[src/rppd_pkg.sv]
package rppd_pkg;

  localparam logic signed [32:0] NOMINAL_LENGTH = 33'sd163840;

  localparam int unsigned CfgIdxW = 3;

  typedef enum logic [CfgIdxW-1:0] {
    CFG_RADIUS      = 3'd0,
    CFG_PAYOUT_MIN  = 3'd1,
    CFG_PAYOUT_MAX  = 3'd2,
    CFG_SPEED_LIMIT = 3'd3,
    CFG_DRIVE_MODE  = 3'd4,
    CFG_GAIN_P      = 3'd5,
    CFG_GAIN_D      = 3'd6,
    CFG_FORCE_LIMIT = 3'd7
  } cfg_idx_e;

  typedef enum logic [1:0] {
    MODE_NONE     = 2'd0,
    MODE_VELOCITY = 2'd1,
    MODE_FORCE    = 2'd2,
    MODE_SPARE    = 2'd3
  } drive_mode_e;

  typedef struct packed {
    logic signed [31:0] reel_speed;
    logic signed [31:0] reel_angle;
    logic signed [31:0] payout_position;
    logic signed [31:0] payout_speed;
    logic               speed_present;
    logic               readings_present;
    logic        [15:0] time_step;
  } in_t;

  typedef struct packed {
    logic signed [31:0] tether_length;
    logic signed [31:0] measured_speed;
    logic               at_stop;
    logic               rate_limited;
    logic               unavailable;
    logic signed [31:0] angle_out;
    logic signed [31:0] reference_length;
    logic signed [31:0] drive_command;
    logic               command_valid;
  } out_t;

  typedef enum logic [2:0] {
    OP_NONE,
    OP_MUL_TARGET,
    OP_SATURATE,
    OP_MUL_STEP,
    OP_REFERENCE,
    OP_MUL_P,
    OP_MUL_D,
    OP_FINISH
  } dp_op_e;

  typedef struct packed {
    dp_op_e op;
  } dp_cmd_t;

  typedef struct packed {
    logic in_accept;
    logic out_free;
  } dp_status_t;

endpackage

[src/rppd_ctrl.sv]
module rppd_ctrl (
  input  logic                clk_i,
  input  logic                rst_ni,
  input  rppd_pkg::dp_status_t status_i,
  output rppd_pkg::dp_cmd_t   cmd_o,
  output logic                busy_o
);
  import rppd_pkg::*;

  typedef enum logic [2:0] {
    S_IDLE,
    S_TARGET,
    S_SATURATE,
    S_STEP,
    S_REFERENCE,
    S_MUL_P,
    S_MUL_D,
    S_DONE
  } state_e;

  state_e  state_q;
  dp_cmd_t cmd_q;
  logic    busy_q;

  always_ff @(posedge clk_i or negedge rst_ni) begin
    if (!rst_ni) begin
      state_q  <= S_IDLE;
      cmd_q.op <= OP_NONE;
      busy_q   <= 1'b0;
    end else begin
      unique case (state_q)
        S_IDLE: begin
          if (status_i.in_accept) begin
            state_q  <= S_TARGET;
            cmd_q.op <= OP_MUL_TARGET;
            busy_q   <= 1'b1;
          end
        end
        S_TARGET: begin
          state_q  <= S_SATURATE;
          cmd_q.op <= OP_SATURATE;
        end
        S_SATURATE: begin
          state_q  <= S_STEP;
          cmd_q.op <= OP_MUL_STEP;
        end
        S_STEP: begin
          state_q  <= S_REFERENCE;
          cmd_q.op <= OP_REFERENCE;
        end
        S_REFERENCE: begin
          state_q  <= S_MUL_P;
          cmd_q.op <= OP_MUL_P;
        end
        S_MUL_P: begin
          state_q  <= S_MUL_D;
          cmd_q.op <= OP_MUL_D;
        end
        S_MUL_D: begin
          state_q  <= S_DONE;
          cmd_q.op <= OP_FINISH;
        end
        S_DONE: begin
          // wait here while the previous result is still held downstream
          if (status_i.out_free) begin
            state_q  <= S_IDLE;
            cmd_q.op <= OP_NONE;
            busy_q   <= 1'b0;
          end
        end
        default: begin
          state_q  <= S_IDLE;
          cmd_q.op <= OP_NONE;
          busy_q   <= 1'b0;
        end
      endcase
    end
  end

  assign cmd_o  = cmd_q;
  assign busy_o = busy_q;

endmodule

[config.mk]
export PLATFORM = sky130hd
export DESIGN_NAME = rppd_ctrl
export DESIGN_NICKNAME = d
export VERILOG_FILES = /design/src/rppd_pkg.sv /design/src/rppd_ctrl.sv
export SDC_FILE = /design/constraint.sdc
export NUM_CORES = 1
export LEC_CHECK = 0
export BUFFER_PORTS_ARGS = -buffer_cell sky130_fd_sc_hd__buf_4
export CORE_AREA = 2 2 39 41
export CTS_CLUSTER_SIZE = 20
export DETAILED_ROUTE_END_ITERATION = 7
export DIE_AREA = 0 0 41 43
export PLACE_DENSITY = 0.37
export SYNTH_ARGS = -nofsm -noshare
export SYNTH_HDL_FRONTEND = slang
export SYNTH_SLANG_ARGS = --single-unit
[constraint.sdc]
create_clock -name clk_i -period 1.3 [get_ports clk_i]
set_input_delay 0.13 -clock clk_i [delete_from_list [all_inputs] [get_ports clk_i]]
set_output_delay 0.13 -clock clk_i [all_outputs]
set_load 0.005 [all_outputs]
Yosys cells after proc, flatten, opt, wreduce, memory -nomap -nowiden
Index checks and enable logic that the tools add are counted.
- flip-flop bits (word level): 4
- input bits: 4
- output and inout bits: 4
- word-level logic and storage cells: 21
- equal/unequal tests: 9
- multiplexer cells: 6
- reductions and logical operators: 4
- operators with widths (operator ; count):
    3-bit one-hot mux with 8 select lines ; 1
    3-bit equality test (second input constant) ; 4
    3-bit by 2-bit equality test with 1-bit output (second input constant) ; 2
    3-bit two-way mux ; 2
    2-bit inequality test (second input constant) ; 2
    3-bit by 1-bit equality test with 1-bit output (second input constant) ; 1
    3-bit zero test ; 1
    3-bit AND reduction ; 1
    1-bit two-way mux ; 2
    1-bit one-hot mux with 2 select lines ; 1
    2-bit AND reduction ; 1
    2-bit nonzero test ; 1

Longest topological paths before layout
- word-level depth: 3
- depth in mapped cells: 3
- mapped depth without buffers: 3

Worst setup path after synthesis
Ideal clock, no wire load.
- path kind: register to register
- from: register, netlist name cmd_o[2]
- to: register busy_q (netlist: busy_o)
- library setup time: 0.080 ns
- data arrival time: 0.775 ns
- data required time: 1.220 ns
- setup slack: 0.445 ns
- stages on the path, launching flop included: 3
- buffers on the path: 0
- clock period less this slack: 0.855 ns
- path through: dfrtp_1 and4_1 nor3_2
- RTL lines (what ; line ; source):
    end signal: assignment ; rppd_ctrl.sv:29 ; busy_q <= 1'b0;
    end signal: assignment ; rppd_ctrl.sv:36 ; busy_q <= 1'b1;
    end signal: assignment ; rppd_ctrl.sv:68 ; busy_q <= 1'b0;
    end: declaration ; rppd_ctrl.sv:23 ; logic busy_q;

Worst setup path after layout
- from: register cmd_q, in the netlist cmd_o[1]
- to: output port cmd_o[1] in the netlist's numbering
- RTL lines (what ; line ; source):
    start: declaration ; rppd_ctrl.sv:22 ; dp_cmd_t cmd_q;
    end: declaration ; rppd_ctrl.sv:5 ; output rppd_pkg::dp_cmd_t cmd_o,
No word-level cell between the ends.

==> results.ini <==
[clock_network]
numCtsBuffers = 3
cts_num_sinks = 4
cts_max_level = 1
cts-root-buf = clkbuf_4
path_clk_slew_ps = 40
clk_latency_ps = 230
clock_path_buffers = 2
cts_tree = yes
cts_resized = 0

[finish]
multiInputGateArea_sq_um = 77.57
fillerInstances = 153
nNetsFinal = 34
area_growth_syn_to_layout_pct = 59.16
stdcell_count = 44
fin_util_pct = 20.43
diodes = 0
drive_gt1_share_pct = 39.29
regArea_sq_um = 100.1
layout_common_cells = buf_4, dfrtp_1, nor2_1, clkbuf_4, a21oi_1
design_area_sq_um = 282.8
final_common_cell = buf_4

[sta]
setup_viol = 0
finalWorstSetupSlack_ps = 326.2
finalCritPeriodShare_pct = 74.91
min_period_ps = 973.8
drv_slew = 0
rsz0062_at_grt = no
slew_headroom_pct = 85.18
tns_ps = 0
hold_viol = 0
fin_hold_ws_ps = 169.7
fmax_mhz = 1027
skew_ps = 0.6063
worst_pin_slew_ps = 222.4

[routing]
vias = 170
drc_errors = 0
drt_pass1_iterations = 4
drt-initial-drc-count = 5
wl_per_cell_um = 9.636
via_per_inst = 3.864
drt-total-wl_um = 424
antenna_left = 0

[floorplanning]
core-area_sq_um = 1384
dieArea_sq_um = 1763
io_pins = 8
die_h_um = 43
die_x_um = 41
start_util_pct = 12.84
rows = 14

[synth]
syn_area_per_cell_sq_um = 10.45
synth.area.top_cells = dfrtp_1, nor2_1, a21oi_1, nor3_2, and4_1
yosys_warnings = 0
syn-num-nets = 21
synth_top_area_share_pct = 56.34
synth.cell_area_sq_um = 177.7
synth_top_cell_by_area = dfrtp_1
syn_inst = 17
ys_seq_area_share_pct = 56.34
ys_ff_latch = 4
synth.distinct_cells = 11

[global_route]
overflow = 0
antenna_found_initial = 0
track_usage_pct = 6.841
grt_pass1_vias = 177
grt_pass1_wl_um = 717
grt_max_degree = 9

[worst_setup_path]
worstPathRequired_ps = 1170
cpPeakStageDelay_ps = 440
critPathLaunchType = flop
crit_fanout = 7
worstPathArrival_ps = 840
end_kind = output port
cp_cell_sequence = buf_4
cp_top_family = flip-flops
r2r_setup_slack_ps = 370
critPathKind = flop to output port
worst-path-buf-inv = 1
cpMaxStageDelayCell = dfrtp_1

[min_path]
hold_path_class = input pin to flop

[pwr]
p_seq_share_pct = 41.9
p_clk_share_pct = 24.8
switchingPower_mw = 0.2059
switching_share_pct = 33.83
finalPower_mw = 0.6086
ir_drop_v = 0.0004694
p_int_mw = 0.4027
powerDensity_nw_per_um2 = 2152
combPwrFrac_pct = 33.3
p_leak_nw = 0.1261

[placed_design]
port_buffers = 7
dp_worst_setup_slack_ps = 384.4
dp_cells = 40
dpl-instance-area_sq_um = 250.2
place.gp.congestion = 0.6113

[flow_run]
maxCapViolCount = 0

[outcome]
status = finished clean

==> final timing paths <==
kind,start,end,cells past startpoint
max,cmd_o[1],cmd_o[1],1
min,status_i[1],cmd_o[0],3
max reg2reg,cmd_o[1],busy_o,2
min reg2reg,busy_o,busy_o,2
max in group asynchronous,rst_ni,cmd_o[2],2
min in group asynchronous,rst_ni,busy_o,2
==> power by group through the flow <==
stage	Sequential [mW]	Combinational, mW	Clock (mW)
CTS	0.254	0.208	0.163
global route	0.269	0.236	0.169
finish	0.255	0.203	0.151
detailed placement	0.255	0.204	0
global placement	0.251	0.208	0
floorplan	0.244	0.102	0
==> synthesized netlist by cell type <==
| library cell | instances |
|---|---|
| nand2b_1 | 1 |
| nand3_1 | 1 |
| nor2_1 | 3 |
| o21a_1 | 1 |
| o2bb2ai_1 | 1 |
| a21oi_1 | 2 |
| nand2_1 | 1 |
| dfrtp_1 | 4 |
| nor3_2 | 1 |
| nor2b_1 | 1 |
| and4_1 | 1 |
==> flip-flops by register name (all words and copies together), names as in the netlist <==
register and count:
cmd_o 3, busy_o 1
==> cell type report <==
cell class	count	share of cell area, %
sequential	4	35.40
multi-input combinational	13	27.43
timing repair buffer	8	22.12
clock buffer	3	7.965
tap	16	7.080
==> logic make-up (layout without fill, tap and decap cells) <==
| logic type | Yosys count | in the layout | synth area share (%) |
|---|---|---|---|
| and+or+nand+nor | 9 | 9 | 28.87 |
| AOI/OAI and AO/OA | 4 | 4 | 14.79 |
| DFF | 4 | 4 | 56.34 |
| buffers and inverters | 0 | 11 | 0 |
==> per-layer routing <==
| layer | routed length, um | share of wire, % | track usage (%) | vias to the layer above |
|---|---|---|---|---|
| met5 | 0 | 0 | 0 | - |
| met4 | 0 | 0 | 8.000 | 0 |
| met3 | 66 | 16 | 3.141 | 0 |
| met2 | 187 | 44 | 8.750 | 10 |
| met1 | 170 | 40 | 7.120 | 76 |
| li1 | - | - | - | 84 |
==> timing repair <==
action                                 4_1_cts  5_1_grt
hold buffers                                 1        0
endpoints found under the hold margin        4        0
buffers inserted                             0        0
No activity file was read; power rests on OpenSTA's default activity.
